File: src/rtl/integer_alu_with_power_assert.svh
// Assertion macros for the integer ALU with power.
// Used by the top level; relies on clk and rst in the including scope.
`ifndef INTEGER_ALU_WITH_POWER_ASSERT_SVH
`define INTEGER_ALU_WITH_POWER_ASSERT_SVH

// Same-cycle implication
`define IALU_ASSERT_SAME(label, ante, cons, msg) \
  label: assert property (@(posedge clk) disable iff (rst) (ante) |-> (cons)) \
    else $error(msg);

// Next-cycle implication
`define IALU_ASSERT_NEXT(label, ante, cons, msg) \
  label: assert property (@(posedge clk) disable iff (rst) (ante) |=> (cons)) \
    else $error(msg);

`endif

File: src/rtl/ialu_pkg.sv
// Shared types and constants for the integer ALU with power.
// No dependencies; used by every module of the block.
`timescale 1ns / 1ps

package ialu_pkg;

  localparam int DATA_WIDTH_DEF = 64;

  localparam int FUNC_W      = 3;
  localparam int OPND_W      = 64;
  localparam int STATUS_W    = 2;
  localparam int IN_TDATA_W  = 136;
  localparam int OUT_TDATA_W = 64;

  localparam int FUNC_LSB = 0;
  localparam int LHS_LSB  = 3;
  localparam int RHS_LSB  = 67;

  typedef enum logic [FUNC_W-1:0] {
    FUNC_ADD = 3'd0,
    FUNC_SUB = 3'd1,
    FUNC_MUL = 3'd2,
    FUNC_DIV = 3'd3,
    FUNC_REM = 3'd4,
    FUNC_POW = 3'd5
  } func_t;

  typedef enum logic [STATUS_W-1:0] {
    ST_OK      = 2'd0,
    ST_DIV0    = 2'd1,
    ST_OVF     = 2'd2,
    ST_INVALID = 2'd3
  } status_t;

  typedef enum logic [2:0] {
    S_IDLE,
    S_MUL_WAIT,
    S_DIV_WAIT,
    S_POW_STEP,
    S_POW_ACC,
    S_POW_SHIFT,
    S_POW_SQ,
    S_DONE
  } state_t;

endpackage

File: src/rtl/ialu_mul.sv
// Shared unsigned multiplier: full product from four half-width partial
// products, formed in turn and accumulated. Depends on ialu_pkg.
`timescale 1ns / 1ps

module ialu_mul #(
  parameter int DATA_WIDTH = ialu_pkg::DATA_WIDTH_DEF
) (
  input  logic                                 clk,
  input  logic                                 rst,
  input  logic                                 start,
  input  logic [DATA_WIDTH-1:0]                a,
  input  logic [DATA_WIDTH-1:0]                b,
  output logic                                 done,
  output logic [4*((DATA_WIDTH+1)/2)-1:0]      prod
);

  localparam int H  = (DATA_WIDTH + 1) / 2;
  localparam int PW = 4 * H;

  logic          busy;
  logic [2:0]    cnt;
  logic [2*H-1:0] a_r;
  logic [2*H-1:0] b_r;
  logic [2*H-1:0] pp;
  logic [1:0]    pp_pos;
  logic [PW-1:0] acc;
  logic [H-1:0]  a_half;
  logic [H-1:0]  b_half;
  logic [PW-1:0] pp_shifted;

  assign a_half = cnt[1] ? a_r[2*H-1:H] : a_r[H-1:0];
  assign b_half = cnt[0] ? b_r[2*H-1:H] : b_r[H-1:0];
  assign prod   = acc;

  always_comb begin
    case (pp_pos)
      2'd0:    pp_shifted = PW'(pp);
      2'd1:    pp_shifted = PW'(pp) << H;
      2'd2:    pp_shifted = PW'(pp) << (2 * H);
      default: pp_shifted = '0;
    endcase
  end

  always_ff @(posedge clk) begin
    if (rst) begin
      busy <= 1'b0;
      done <= 1'b0;
      cnt  <= '0;
    end else begin
      done <= 1'b0;
      if (start) begin
        busy <= 1'b1;
        cnt  <= '0;
      end else if (busy) begin
        cnt <= cnt + 3'd1;
        if (cnt == 3'd4) begin
          busy <= 1'b0;
          done <= 1'b1;
        end
      end
    end
  end

  always_ff @(posedge clk) begin
    if (start) begin
      a_r <= (2*H)'(a);
      b_r <= (2*H)'(b);
      acc <= '0;
    end else if (busy) begin
      pp     <= a_half * b_half;
      pp_pos <= {1'b0, cnt[1]} + {1'b0, cnt[0]};
      if (cnt != 3'd0) begin
        acc <= acc + pp_shifted;
      end
    end
  end

endmodule

File: config.mk
export PLATFORM = sky130hd
export DESIGN_NAME = ialu_mul
export DESIGN_NICKNAME = d
export VERILOG_FILES = /design/src/rtl/integer_alu_with_power_assert.svh /design/src/rtl/ialu_pkg.sv /design/src/rtl/ialu_mul.sv
export SDC_FILE = /design/constraint.sdc
export NUM_CORES = 2
export LEC_CHECK = 0
export BUFFER_PORTS_ARGS = -buffer_cell sky130_fd_sc_hd__buf_4
export CORE_ASPECT_RATIO = 1.75
export CORE_MARGIN = 2
export CORE_UTILIZATION = 30
export CTS_CLUSTER_DIAMETER = 100
export CTS_CLUSTER_SIZE = 25
export DETAILED_ROUTE_END_ITERATION = 8
export MAX_ROUTING_LAYER = met4
export PLACE_DENSITY = 0.55
export SLEW_MARGIN = 20
export SYNTH_ARGS = -nofsm -noshare
export SYNTH_HDL_FRONTEND = slang
export SYNTH_SLANG_ARGS = --single-unit
File: constraint.sdc
create_clock -name clk -period 23.4 [get_ports clk]
set_input_delay 4.68 -clock clk [delete_from_list [all_inputs] [get_ports clk]]
set_output_delay 4.68 -clock clk [all_outputs]
set_load 0.01 [all_outputs]
==> reports/qor.yml <==
cts:
  cts_tree: "built"
  clock-root-buffer: "clkbuf_16"
  cts_sinks: 327
  cts_hold_buf: 0
  clkLatencyLatePin_ns: 0.69
  cts_setup_buffers: 0
  cts_made_buffers: 23
  ctsLongestPathBuffers: 3
  post_cts_resized: 0
  clk_pin_slew_ns: 0.11
  cts-htree-levels: 1
yosys:
  ys_warn_count: 0
  yosysSeqAreaShare_pct: 15.84
  avgSynthCellArea_um2: 8.822
  synthTopCellsByCount: "inv_1, fa_1, nand2_1, nor2_1, ha_1"
  ys_ff_latch: 327
  async_flop_share_pct: 0
  synth_top_cell_by_area: "fa_1"
  synth.distinct_cells: 97
  synth_edf_count: 194
  synth_most_common_cell: "inv_1"
  synth_top_area_share_pct: 33.51
  synth.net_count: 7494
  synthFlopType: "edfxtp_1"
  synth.area.top_cells: "fa_1, edfxtp_1, ha_1"
  synthCells: 6074
  synthesis.area_um2: 53590
setup_path:
  worstSetupEndpointType: "register"
  slowest_stage: "mux2_1"
  critPathBufInv: 4
  rr_worst_depth: 25
  required_ns: 23.84
  worstPathArrival_ns: 10.19
  crit_top_cell: "fa_1"
  crit_path_max_incr_delay_ns: 1.02
  crit_path_max_fanout: 39
  path_delay_family: "adder cells"
  startpoint_type: "register"
  r2r-start: "cnt[0]"
  path_class: "reg2reg"
  r2r_end: "pp[41]"
  r2r_slack_ns: 13.66
status:
  status: "completed"
timing:
  final.period_utilization_pct: 41.63
  slew_violations: 0
  rsz0062_at_grt: "no"
  period_needed_ns: 9.741
  tightest_slew_ns: 1.213
  setup-tns-final_ns: 0
  relSlewSlack_pct: 16.81
  timing.final.hold_violations: 0
  fmax_mhz: 102.7
  finalSetupViolCount: 0
  whs_ns: 0.4743
  finalClockSkew_ns: 0.04812
floorplanning:
  die_h_um: 563.1
  core_area_um2: 177800
  initial_core_util_pct: 30.15
  rows: 205
  die_w_um: 323.5
  io_pins: 260
  fp.dieArea_um2: 182200
grt:
  antenna_found_initial: 6
  grt_max_degree: 87
  grt_pass1_wl_mm: 325.2
  overflow: 0
  grt.total_usage_pct: 25.64
  grt_pass1_vias: 48300
placement:
  dpl.hpwl_mm: 185.8
  dp.cells: 8464
  placed_area_um2: 58180
  globalplace.congestion: 1.047
  port_buffers: 259
job:
  cap_violations: 0
cells_and_area:
  area_growth_pct: 10.22
  nNetsFinal: 7530
  drive_gt1_share_pct: 8.911
  final_cell_area_um2: 59060
  final_cells: 8516
detailed_routing:
  routedWlPerCell_um: 26.78
  initialDrtViolationCount: 3417
  dr.pass1.iters: 8
  avgViaCountPerCell: 5.266
  postRouteAntennaNets: 0
  routed_wl_mm: 228.0
  drc: 0
  num_vias: 44842
min_path:
  hold_path_class: "reg2reg"
  min_from: "prod[105]"
  hold_depth: 2
  min_to: "prod[105]"
worst register-to-register path, stage by stage, from the launching register on:
cell,delay [ns]
dfxtp_4,0.70
buf_4,0.72
mux2_1,1.09
nand2_1,0.20
fa_1,0.54
fa_1,0.60
inv_1,0.07
fa_1,0.51
fa_1,0.57
fa_1,0.45
fa_1,0.48
fa_1,0.50
inv_1,0.05
fa_1,0.49
inv_1,0.05
ha_1,0.44
nand4_1,0.16
or2_2,0.33
o22ai_1,0.19
a211oi_1,0.07
o31a_1,0.18
o21a_1,0.20
o21ai_0,0.43
a21oi_1,0.18
o21ai_0,0.24
xor2_1,0.09
kinds of logic after synthesis:
family,after synthesis,share of synthesized area (%)
buffers and inverters,1267,9.020
flip-flops,327,15.84
multiplexers,167,3.267
adder cells (fa/ha/maj),1289,42.66
XOR/XNOR,177,2.893
AND/OR/NAND/NOR,1903,14.94
AO/OA/AOI/OAI,944,11.37
worst max path at each step:
stage / start / end / slack, ns / depth (start not counted)
floorplan: cnt[1] / pp[60] / 14.65 / 29
global placement: cnt[0] / pp[41] / 13.79 / 25
finish: cnt[0] / pp[41] / 13.66 / 25
CTS: cnt[0] / pp[41] / 13.67 / 25
detailed placement: cnt[0] / pp[41] / 13.65 / 25
global route: cnt[0] / pp[60] / 13.22 / 26
stage by stage:
| stage | utilization (%) | setup WS [ns] |
|---|---|---|
| after global routing | 33.23 | 13.22 |
| after floorplan | - | 14.65 |
| after global placement | 32.73 | 13.79 |
| final | 33.23 | 13.66 |
| after CTS | 33.19 | 13.67 |
| after detailed placement | 32.73 | 13.65 |
registers in the layout, summed over array words and instances, names as in the netlist:
name and cells:
pp 64, pp_pos 2, done 1, busy 1, b_r 64, prod 128, cnt 3, a_r 64
final cells by class:
type / count / area [um2]
Antenna cell: 9 / 22.52
Clock buffer: 27 / 611.8
Clock inverter: 15 / 214.0
Fill cell: 18558 / 118700
Inverter: 937 / 3517
Multi-Input combinational cell: 4480 / 40630
Sequential cell: 327 / 8496
Tap cell: 2380 / 2978
Timing Repair Buffer: 341 / 2587
per-layer routing:
| layer | up-vias | share of wire, % | global-route usage (%) |
|---|---|---|---|
| met5 | - | 0 | - |
| met4 | 0 | 12 | 23.39 |
| met3 | 854 | 5.4 | 3.175 |
| met2 | 1932 | 51 | 45.29 |
| met1 | 22577 | 32 | 24.04 |
| li1 | 19479 | - | - |
placed cells by master (no fill, tap or decap), types with 17 or more instances in the layout:
cell / synthesis / final
fa_1: 897 / 897
a211oi_1: 19 / 19
nand4_1: 86 / 86
a21oi_1: 331 / 331
mux2i_2: 0 / 44
o21a_1: 34 / 34
dfxtp_1: 133 / 131
nor2b_1: 20 / 17
mux2_2: 53 / 53
and3_1: 22 / 22
and2_1: 68 / 68
nand2b_1: 23 / 22
buf_4: 8 / 339
a22o_1: 38 / 38
clkbuf_16: 0 / 24
xor2_1: 76 / 76
a21o_1: 116 / 116
nor3_1: 40 / 40
o21ai_1: 44 / 43
nor2_1: 771 / 770
nand3_1: 29 / 29
ha_1: 392 / 392
mux2i_1: 104 / 49
a31oi_1: 18 / 18
edfxtp_1: 194 / 194
inv_1: 937 / 937
xnor2_1: 101 / 101
o21bai_1: 48 / 48
nand2_1: 785 / 785
o21ai_0: 158 / 158
Power is left out: the tool's default activity adds up to more than one toggle a clock period on the data nets, which glitch-free logic cannot reach.
