[config.mk]
export PLATFORM = sky130hd
export DESIGN_NAME = ialu_div
export DESIGN_NICKNAME = d
export VERILOG_FILES = /design/src/rtl/integer_alu_with_power_assert.svh /design/src/rtl/ialu_pkg.sv /design/src/rtl/ialu_div.sv
export SDC_FILE = /design/constraint.sdc
export NUM_CORES = 1
export LEC_CHECK = 0
export BUFFER_PORTS_ARGS = -buffer_cell sky130_fd_sc_hd__buf_4
export CORE_MARGIN = 8
export CORE_UTILIZATION = 42
export DETAILED_ROUTE_END_ITERATION = 8
export SLEW_MARGIN = 20
export SYNTH_ARGS = -nofsm -noshare
export SYNTH_HDL_FRONTEND = slang
export SYNTH_SLANG_ARGS = --single-unit
[constraint.sdc]
create_clock -name clk -period 4.55 [get_ports clk]
set_input_delay 0.6825 -clock clk [delete_from_list [all_inputs] [get_ports clk]]
set_output_delay 0.6825 -clock clk [all_outputs]
set_load 0.01 [all_outputs]
[src/rtl/integer_alu_with_power_assert.svh]
// Assertion macros for the integer ALU with power.
// Used by the top level; relies on clk and rst in the including scope.
`ifndef INTEGER_ALU_WITH_POWER_ASSERT_SVH
`define INTEGER_ALU_WITH_POWER_ASSERT_SVH

// Same-cycle implication
`define IALU_ASSERT_SAME(label, ante, cons, msg) \
  label: assert property (@(posedge clk) disable iff (rst) (ante) |-> (cons)) \
    else $error(msg);

// Next-cycle implication
`define IALU_ASSERT_NEXT(label, ante, cons, msg) \
  label: assert property (@(posedge clk) disable iff (rst) (ante) |=> (cons)) \
    else $error(msg);

`endif

[src/rtl/ialu_pkg.sv]
// Shared types and constants for the integer ALU with power.
// No dependencies; used by every module of the block.
`timescale 1ns / 1ps

package ialu_pkg;

  localparam int DATA_WIDTH_DEF = 64;

  localparam int FUNC_W      = 3;
  localparam int OPND_W      = 64;
  localparam int STATUS_W    = 2;
  localparam int IN_TDATA_W  = 136;
  localparam int OUT_TDATA_W = 64;

  localparam int FUNC_LSB = 0;
  localparam int LHS_LSB  = 3;
  localparam int RHS_LSB  = 67;

  typedef enum logic [FUNC_W-1:0] {
    FUNC_ADD = 3'd0,
    FUNC_SUB = 3'd1,
    FUNC_MUL = 3'd2,
    FUNC_DIV = 3'd3,
    FUNC_REM = 3'd4,
    FUNC_POW = 3'd5
  } func_t;

  typedef enum logic [STATUS_W-1:0] {
    ST_OK      = 2'd0,
    ST_DIV0    = 2'd1,
    ST_OVF     = 2'd2,
    ST_INVALID = 2'd3
  } status_t;

  typedef enum logic [2:0] {
    S_IDLE,
    S_MUL_WAIT,
    S_DIV_WAIT,
    S_POW_STEP,
    S_POW_ACC,
    S_POW_SHIFT,
    S_POW_SQ,
    S_DONE
  } state_t;

endpackage

[src/rtl/ialu_div.sv]
// Restoring unsigned divider, one quotient bit per cycle.
// Depends on ialu_pkg.
`timescale 1ns / 1ps

module ialu_div #(
  parameter int DATA_WIDTH = ialu_pkg::DATA_WIDTH_DEF
) (
  input  logic                  clk,
  input  logic                  rst,
  input  logic                  start,
  input  logic [DATA_WIDTH-1:0] dividend,
  input  logic [DATA_WIDTH-1:0] divisor,
  output logic                  done,
  output logic [DATA_WIDTH-1:0] quotient,
  output logic [DATA_WIDTH-1:0] remainder
);

  localparam int W  = DATA_WIDTH;
  localparam int CW = $clog2(W);

  logic          busy;
  logic [CW-1:0] cnt;
  logic [W-1:0]  rem;
  logic [W-1:0]  quo;
  logic [W-1:0]  d_r;
  logic [W+1:0]  diff;

  assign diff      = {1'b0, rem, quo[W-1]} - {2'b00, d_r};
  assign quotient  = quo;
  assign remainder = rem;

  always_ff @(posedge clk) begin
    if (rst) begin
      busy <= 1'b0;
      done <= 1'b0;
      cnt  <= '0;
    end else begin
      done <= 1'b0;
      if (start) begin
        busy <= 1'b1;
        cnt  <= '0;
      end else if (busy) begin
        cnt <= cnt + CW'(1);
        if (cnt == CW'(W - 1)) begin
          busy <= 1'b0;
          done <= 1'b1;
        end
      end
    end
  end

  always_ff @(posedge clk) begin
    if (start) begin
      rem <= '0;
      quo <= dividend;
      d_r <= divisor;
    end else if (busy) begin
      if (!diff[W+1]) begin
        rem <= diff[W-1:0];
        quo <= {quo[W-2:0], 1'b1};
      end else begin
        rem <= {rem[W-2:0], quo[W-1]};
        quo <= {quo[W-2:0], 1'b0};
      end
    end
  end

endmodule

==> results of run 1 <==
==> cells by family (layout without fill, tap and decap cells) <==
| logic type | after synthesis | after routing | share of synthesized area, % |
|---|---|---|---|
| and+or+nand+nor | 370 | 370 | 13.7 |
| AOI/OAI and AO/OA | 301 | 301 | 19.5 |
| DFF | 200 | 200 | 44.0 |
| buffers and inverters | 152 | 393 | 5.08 |
| muxes | 76 | 76 | 7.02 |
| adders and majority gates | 66 | 66 | 6.94 |
| xor gates and xnor gates | 52 | 52 | 3.80 |
==> critical path: cells and delay by family (launching register included) <==
family | cells | cell delay [ns]
AO/OA/AOI/OAI | 8 | 1.57
AND/OR/NAND/NOR | 2 | 0.94
flip-flops | 1 | 0.35
adder cells (fa/ha/maj) | 1 | 0.39
buffers and inverters | 1 | 0.42
==> Yosys cell counts, types with 7 or more instances <==
cell,number,area [um^2]
a21o_1,28,210
xor2_1,21,184
o31ai_1,7,52.6
a311oi_2,44,661
buf_4,7,52.6
mux2_2,65,732
nand2_1,160,601
clkbuf_1,45,169
and3_1,10,62.6
inv_1,92,345
nor2_1,102,383
a211oi_1,7,52.6
nor3_1,14,70.1
and2_1,9,56.3
mux2i_1,11,110
nand3_1,20,100
or3_1,7,43.8
dfxtp_1,72,1440
a311oi_1,9,78.8
nand4_1,18,113
a31oi_1,8,50.1
xnor2_1,31,272
nand2b_1,8,50.1
ha_1,65,813
o21ai_0,51,255
edfxtp_1,128,3840
a21oi_1,84,420
o21bai_1,12,90.1
==> area by class of cell <==
| cell class | instances | area share [%] |
|---|---|---|
| multi-input cells | 865 | 41.2 |
| flip-flops and latches | 200 | 35.7 |
| clock inverters | 15 | 1.05 |
| clock buffers | 17 | 2.87 |
| inverters | 92 | 2.33 |
| well taps | 384 | 3.24 |
| repair buffers | 269 | 13.7 |
==> how the worst max path moves through the flow <==
stage                        startpoint       endpoint  slack, ns  depth (start not counted)
final                     remainder[35]  remainder[24]       0.68                         12
after global routing             d_r[9]   remainder[4]       0.33                         13
after CTS                 remainder[35]  remainder[24]       0.67                         12
after detailed placement  remainder[35]  remainder[24]       0.70                         12
after global placement    remainder[37]  remainder[24]       0.78                         12
after floorplan           remainder[37]    quotient[0]       1.24                         12
==> power groups by stage <==
stage               Clock [mW]  Sequential, mW  Combinational, mW
floorplan                    0            2.29              0.905
global placement             0            2.28               1.44
detailed placement           0            2.28               1.44
CTS                       1.58            2.24               1.45
global route              1.65            2.26               1.59
finish                    1.54            2.24               1.44
==> metrics by stage <==
| step | cells | hold slack [ns] | power [mW] |
|---|---|---|---|
| 2_1_floorplan | 1217 | 0.454 | 3.19 |
| 3_3_place_gp | 1810 | 0.467 | 3.71 |
| 3_5_place_dp | 1810 | 0.481 | 3.72 |
| 4_1_cts | 1842 | 0.358 | 5.26 |
| 5_1_grt | 1842 | 0.363 | 5.50 |
| 6_report | 1842 | 0.379 | 5.21 |
==> routing by layer <==
metal	up-vias	routed length (um)	track usage (%)
met4	2	692	6.75
li1	4881	-	-
met5	-	9	0
met2	304	16100	32.9
met3	37	3260	8.16
met1	4724	14900	24.5
==> layout by cell type, fill, tap and decap left out, types with 8 or more instances in the layout <==
cell type	n
a21o_1	28
a21oi_1	84
a311oi_1	9
a311oi_2	44
a31oi_1	8
and2_1	8
and3_1	10
buf_4	268
clkbuf_16	17
dfxtp_1	71
edfxtp_1	128
ha_1	65
inv_1	91
mux2_2	65
mux2i_1	11
nand2_1	160
nand2b_1	8
nand3_1	20
nand4_1	18
nor2_1	102
nor3_1	14
o21ai_0	51
o21bai_1	12
xnor2_1	31
xor2_1	21
==> sequential cells by signal, indices dropped and copies added (netlist names) <==
name / cells
remainder: 64
busy: 1
quotient: 64
done: 1
d_r: 64
cnt: 6
==> flow_summary.yaml, run 1 <==
setup_path:
  timing.critical_path.cells: "ha_1 -> a21oi_1 -> o21ai_0 -> a221o_1 -> a21oi_2 -> o221ai_2 -> or3_4 -> o211ai_4 -> nand2_2 -> buf_4 -> o31ai_1 -> a311oi_1"
  max_stage_delay_ns: 0.50
  cp-end-kind: "flop"
  r2r_setup_slack_ns: 0.68
  arrival_ns: 4.17
  startpoint_type: "flop"
  r2r_start: "remainder[35]"
  r2r_end: "remainder[24]"
  worstPathRequired_ns: 4.84
  critical_path.max_fanout: 31
  crit_type: "reg2reg"
  r2r_cells: 12
  critical_path.slowest_cell: "nand2_2"
yosys:
  syn_area_um2: 12000
  synth.distinct_cells: 71
  async_flop_share_pct: 0
  ys_seq_elements: 200
  syn_inst: 1217
  ys_seq_area_share_pct: 44.0
  synth_nets: 1414
  synth_edf_count: 128
  synthFlopType: "edfxtp_1"
  synth_area_per_cell_um2: 9.86
  yosysWarnings: 0
outcome:
  status: "finished, final reports clean"
clock_tree:
  cts-root-buf: "clkbuf_16"
  h-tree-depth: 4
  cts_buffers: 17
  clock_latency_ns: 0.46
  path_clk_slew_ns: 0.08
  cts_setup_buffers: 0
  cts_resized: 0
  cts_tree: "built"
  cts_num_sinks: 200
  clockBufferDepth: 2
  hold_buffers: 0
floorplan:
  core_area_um2: 28400
  io_pins: 260
  die_area_um2: 34200
  die_w_um: 185
  die_h_um: 185
  std_cell_rows: 62
  start_util_pct: 42.3
sta:
  finalCritPeriodShare_pct: 85.1
  relSlewSlack_pct: 41.7
  slew_viol_final: 0
  rsz0062_at_grt: "no"
  skew_ns: 0.0188
  finalSetupViolCount: 0
  worstMarginPinSlew_ns: 0.874
  period_minus_slack_ns: 3.87
  setup_ws_ns: 0.679
  fin_tns_setup_ns: 0
  max_freq_ghz: 0.258
  hold_viol: 0
pwr:
  power.net_switching_mw: 1.74
  leakage_nw: 6.31
  ir_worst_vdd_v: 0.000261
  sw_frac_of_total_pct: 33.4
  seq_power_share_pct: 42.9
  p_clk_share_pct: 29.5
  power_density_nw_per_um2: 352
  p_comb_share_pct: 27.6
  p_int_mw: 3.48
grt:
  grt_max_degree: 77
  grt_pass1_vias: 10200
  antenna_found_initial: 1
  grt_first_pass_wirelength_um: 54900
  grt.total_usage_pct: 20.4
  overflow: 0
layout:
  final_util_pct: 52.2
  fin_area_um2: 14800
  regArea_um2: 5290
  area_growth_pct: 23.6
  diodes: 0
  fillers: 2681
  multi_input_area_um2: 6110
  drive_above_1_share_pct: 29.1
  nets: 1642
placed_design:
  portBuffers: 259
  placed_area_um2: 14200
  hpwl_um: 26600
  place_ws_ns: 0.704
  place_congestion: 0.905
drt:
  drtIter0Drc: 496
  drt_wl_total_um: 35000
  wl_per_cell_um: 19.0
  vias_per_cell: 5.40
  via_count: 9948
  drc: 0
  ant_nets: 0
  first_pass_iters: 6
hold_path:
  hold_path_end: "busy"
  holdCritPathClass: "in2reg"
  hold_start: "rst"
  hold_depth: 2
flow_run:
  drv_cap: 0
Note: power is estimated with default switching activity, not from simulation.
==> run 2: changes to the inputs <==
--- a/config.mk
+++ b/config.mk
@@ -9,6 +9,7 @@
 export CORE_MARGIN = 8
 export CORE_UTILIZATION = 42
 export DETAILED_ROUTE_END_ITERATION = 8
+export RECOVER_POWER = 100
 export SLEW_MARGIN = 20
 export SYNTH_ARGS = -nofsm -noshare
 export SYNTH_HDL_FRONTEND = slang
==> run 2 against run 1 <==
The run now ends with max-capacitance violations, max-slew violations left. Global-route usage stayed put. Utilization is 2.1 points lower. Wire length is 0.65% lower. Clock power hardly changed. Critical path depth stayed put. Flip-flop and latch count stayed put. Largest power group unchanged.
==> flow_summary.yaml, run 2 (synthesis gave the netlist of run 1 again) <==
outcome:
  status: "complete, but fails checks"
  violations: "max-capacitance violations, max-slew violations"
layout:
  drive_above_1_share_pct: 18.8
  diodes: 0
  final_cell_mix: "160 x nand2_1, 136 x clkbuf_1, 128 x edfxtp_1"
  fillers: 2823
  area_growth_pct: 18.6
  final_common_cell: "nand2_1"
  nets: 1642
drt:
  drc: 0
  drtIter0Drc: 550
  vias_per_cell: 5.38
  wl_per_cell_um: 18.9
  ant_nets: 0
  first_pass_iters: 5
  via_count: 9911
  drt_wl_total_um: 34700
placed_design:
  hpwl_um: 26600
  portBuffers: 259
  place_congestion: 0.905
  place_ws_ns: 0.704
clock_tree:
  clock_latency_ns: 0.46
  cts_tree: "built"
  cts_num_sinks: 200
  hold_buffers: 0
  cts_buffers: 17
  h-tree-depth: 4
  cts-root-buf: "clkbuf_16"
  cts_resized: 0
  clockBufferDepth: 2
  path_clk_slew_ns: 0.08
  cts_setup_buffers: 0
sta:
  period_minus_slack_ns: 4.07
  max_freq_ghz: 0.246
  worstMarginPinSlew_ns: 2.91
  slew_viol_final: 180
  hold_viol: 0
  relSlewSlack_pct: -94.1
  setup_ws_ns: 0.479
  finalCritPeriodShare_pct: 89.5
  fin_tns_setup_ns: 0
  finalSetupViolCount: 0
  skew_ns: 0.0175
  rsz0062_at_grt: "no"
grt:
  grt.total_usage_pct: 20.4
  grt_first_pass_wirelength_um: 54900
  grt_max_degree: 77
  overflow: 0
  antenna_found_initial: 3
  grt_pass1_vias: 10200
setup_path:
  max_stage_delay_ns: 0.70
  startpoint_type: "flop"
  worst-path-buf-inv: 1
  arrival_ns: 4.41
  timing.critical_path.cells: "ha_1 -> a21oi_1 -> o21ai_0 -> a221o_1 -> a21oi_2 -> o221ai_2 -> or3_4 -> o211ai_4 -> and2_2 -> clkbuf_2 -> a311oi_1 -> a211oi_1"
  crit_type: "reg2reg"
  crit_family: "compound AO/OA/AOI/OAI gates"
  cp-end-kind: "flop"
  critical_path.slowest_cell: "clkbuf_2"
  worstPathRequired_ns: 4.89
  critical_path.max_fanout: 38
floorplan:
  std_cell_rows: 62
  die_w_um: 185
  core_area_um2: 28400
  die_h_um: 185
  die_area_um2: 34200
  start_util_pct: 42.3
  io_pins: 260
flow_run:
  drv_cap: 3
pwr:
  power_density_nw_per_um2: 359
  leakage_nw: 5.76
  ir_worst_vdd_v: 0.000275
hold_path:
  holdCritPathClass: "in2reg"
run 2: cell types whose count changed in the layout (fill, tap and decap cells not counted), moves of 3 or more:
cell and change:
clkbuf_4 +57, buf_4 -197, a311oi_2 -12, clkbuf_2 +3
clkbuf_1 +136, a311oi_1 +12
run 2: final cells by class:
cell class	count	area [um^2]	share of cell area (%)
multi-input cells	865	6030	42.4
clock buffers	17	425	2.99
repair buffers	269	1500	10.6
inverters	92	345	2.43
flip-flops and latches	200	5290	37.2
clock inverters	15	155	1.09
well taps	384	480	3.38
run 2: stage by stage:
| step | hold WS [ns] | power (mW) | instance area [um^2] | utilization [%] | std cells |
|---|---|---|---|---|---|
| floorplan | 0.454 | 3.19 | 12000 | - | 1217 |
| global placement | 0.467 | 3.71 | 14200 | 50.2 | 1810 |
| detailed placement | 0.481 | 3.72 | 14200 | 50.2 | 1810 |
| CTS | 0.358 | 5.26 | 14800 | 52.2 | 1842 |
| global route | 0.372 | 5.39 | 14200 | 50.1 | 1842 |
| finish | 0.388 | 5.11 | 14200 | 50.1 | 1842 |
run 2: layer usage:
layer	GRT usage (%)	wire [um]	up-vias	part of all wire, %
met3	8.16	3200	41	9.2
met5	0	35	-	0.10
met2	32.9	16000	309	46
li1	-	-	4874	-
met1	24.5	14800	4681	43
met4	6.75	706	6	2.0
run 2: power breakdown:
part | switching, mW | internal (mW)
clock network | 0.803 | 0.734
registers | 0.124 | 2.11
logic | 0.800 | 0.539
total | 1.73 | 3.38
run 2: path summary, 6_finish.rpt:
check	start	to	slack, ns	depth (start not counted)
worst min-delay path	rst	busy	0.39	2
worst max register to register	remainder[35]	remainder[59]	0.48	12
worst min register to register	cnt[5]	cnt[5]	0.49	2
worst max-delay path	remainder[35]	remainder[59]	0.48	12
==> run 3: changes to the inputs <==
--- a/config.mk
+++ b/config.mk
@@ -5,8 +5,8 @@
 export SDC_FILE = /design/constraint.sdc
 export NUM_CORES = 1
 export LEC_CHECK = 0
+export ABC_AREA = 1
 export BUFFER_PORTS_ARGS = -buffer_cell sky130_fd_sc_hd__buf_4
-export CORE_MARGIN = 8
 export CORE_UTILIZATION = 42
 export DETAILED_ROUTE_END_ITERATION = 8
 export RECOVER_POWER = 100
==> run 3 against run 2 <==
The flow still finishes with violations (max-capacitance violations, max-slew violations). First-iteration DRC count up 70%. Critical endpoint is now quotient[0]. Register-to-register slack improved by 0.86 ns. Die area increased by 1.9%. Synthesized cell count is 78% higher. Hold slack improved by 0.0075 ns. Power down 15%. Maximum frequency grew 15%. Final cell count rose by 56%. Cell area up 18%. Sequential power shrank 5%.
==> flow_summary.yaml, run 3 <==
drt:
  wl_per_cell_um: 15.6
  drt_wl_total_um: 44800
  drtIter0Drc: 937
  first_pass_iters: 6
  ant_nets: 0
  via_count: 13700
  vias_per_cell: 4.77
  drc: 0
layout:
  fillers: 3648
  nets: 2602
  diodes: 0
  multi_input_area_um2: 7150
  final_util_pct: 50.0
  regArea_um2: 5290
  final_common_cell: "nand2_1"
  final_cell_mix: "916 x nand2_1, 422 x inv_1, 137 x nand3_1"
  fin_area_um2: 16800
  area_growth_pct: 17.0
  drive_above_1_share_pct: 9.88
placed_design:
  portBuffers: 259
  place_congestion: 1.01
  hpwl_um: 35700
  placed_area_um2: 16700
yosys:
  synth_top_area_share_pct: 26.8
  syn_area_um2: 14300
  yosysWarnings: 0
  synth.largest_area_cell: "edfxtp_1"
  async_flop_share_pct: 0
  ys_seq_elements: 200
  synth_edf_count: 128
  synthFlopType: "edfxtp_1"
  synth_common_cells: "916 x nand2_1, 423 x inv_1, 135 x nand3_1"
  synth.area.top_cells: "edfxtp_1 27%, nand2_1 24%, inv_1 11%, dfxtp_1 10%, ha_1 5.7%"
  synth_area_per_cell_um2: 6.62
  syn_inst: 2166
  synth.distinct_cells: 41
  ys_seq_area_share_pct: 36.8
  yosysMostFrequentCell: "nand2_1"
  synth_nets: 2363
sta:
  finalSetupViolCount: 0
  hold_viol: 0
  worstMarginPinSlew_ns: 2.07
  max_freq_ghz: 0.282
  finalCritPeriodShare_pct: 78.1
  rsz0062_at_grt: "no"
  holdWs_ns: 0.395
  slew_viol_final: 203
  period_minus_slack_ns: 3.55
  relSlewSlack_pct: -38.3
  skew_ns: 0.0256
  fin_tns_setup_ns: 0
grt:
  grt.total_usage_pct: 25.8
  grt_first_pass_wirelength_um: 70400
  grt_pass1_vias: 12900
  overflow: 0
  grt_max_degree: 78
  antenna_found_initial: 1
setup_path:
  r2r_cells: 13
  startpoint_type: "input port"
  arrival_ns: 3.71
  r2r_setup_slack_ns: 1.34
  r2r_end: "remainder[24]"
  cp-end-kind: "flop"
  critical_path.max_fanout: 66
  r2r_start: "d_r[35]"
  startpoint: "start"
  crit_type: "in2reg"
  worstPathRequired_ns: 4.71
floorplan:
  start_util_pct: 42.8
  die_area_um2: 34900
  core_area_um2: 33500
  die_w_um: 187
  io_pins: 260
  std_cell_rows: 67
  die_h_um: 187
outcome:
  status: "complete, but fails checks"
  violations: "max-capacitance violations, max-slew violations"
flow_run:
  drv_cap: 5
hold_path:
  hold_path_end: "d_r[47]"
  holdCritPathClass: "in2reg"
  hold_start: "divisor[47]"
  hold_depth: 1
clock_tree:
  path_clk_slew_ns: 0.10
  cts_tree: "built"
  cts-root-buf: "clkbuf_16"
  clock_latency_ns: 0.48
  hold_buffers: 0
  cts_buffers: 17
  cts_resized: 0
  cts_num_sinks: 200
  h-tree-depth: 4
  cts_setup_buffers: 0
  clockBufferDepth: 2
pwr:
  power_density_nw_per_um2: 259
  ir_worst_vdd_v: 0.000275
  leakage_nw: 9.10
==> run 3: cell count changes in the layout (fill, tap and decap cells not counted), moves of 22 or more <==
cell / change
a311oi_2: -32
a21oi_1: -23
inv_1: +331
nand2_1: +756
nand3_1: +117
mux2_2: -65
a21o_1: -28
nand3b_1: +22
==> run 3: report_power, final <==
part,internal [mW],total [mW],switching [mW]
Combinational,0.211,0.569,0.358
Clock,0.861,1.66,0.803
Sequential,2.06,2.11,0.0503
Total,3.13,4.34,1.21
==> run 3: final cells by class <==
type,instances,area share (%)
Clock inverter,14,1.21
Inverter,434,9.73
Timing Repair Buffer,267,9.00
Clock buffer,18,2.62
Sequential cell,200,31.5
Tap cell,448,3.34
Multi-Input combinational cell,1485,42.6
==> run 3: per-layer routing <==
metal / global-route usage, % / vias up / part of all wire, % / routed length [um]
met1: 34.9 / 6170 / 46 / 20800
met3: 6.09 / 26 / 6.8 / 3040
li1: - / 7103 / - / -
met4: 5.55 / 0 / 1.3 / 596
met2: 41.7 / 384 / 46 / 20400
met5: 0 / - / 0 / 0
==> run 3: metrics by stage <==
step                worst slack (ns)  power [mW]  std cells
floorplan                       1.25        2.47       2166
global placement                1.55        2.77       2834
detailed placement              1.44        2.77       2834
CTS                             1.40        4.44       2866
global route                   0.641        4.52       2866
finish                         0.998        4.34       2866
==> run 3: logic make-up (layout without fill, tap and decap cells) <==
| kind of cell | Yosys count | in the layout | share of synthesized area (%) |
|---|---|---|---|
| AND/OR/NAND/NOR | 1273 | 1273 | 37.9 |
| flip-flops | 200 | 200 | 36.8 |
| AO/OA/AOI/OAI | 115 | 115 | 4.30 |
| XOR/XNOR | 31 | 31 | 1.89 |
| adder cells (fa/ha/maj) | 66 | 66 | 5.81 |
| buffers and inverters | 481 | 733 | 13.3 |
==> run 3: worst max-delay path, stage by stage <==
cell and delay, ns:
clkbuf_1 1.09, inv_1 1.44, nor2_1 0.36, a31oi_1 0.06
==> run 3: how the worst max path moves through the flow <==
stage	end	slack (ns)	cells after the start
after floorplan	quotient[0]	1.25	3
after global placement	remainder[50]	1.55	15
after detailed placement	remainder[51]	1.44	15
after CTS	remainder[51]	1.40	15
after global routing	quotient[0]	0.64	4
final	quotient[0]	1.0	4
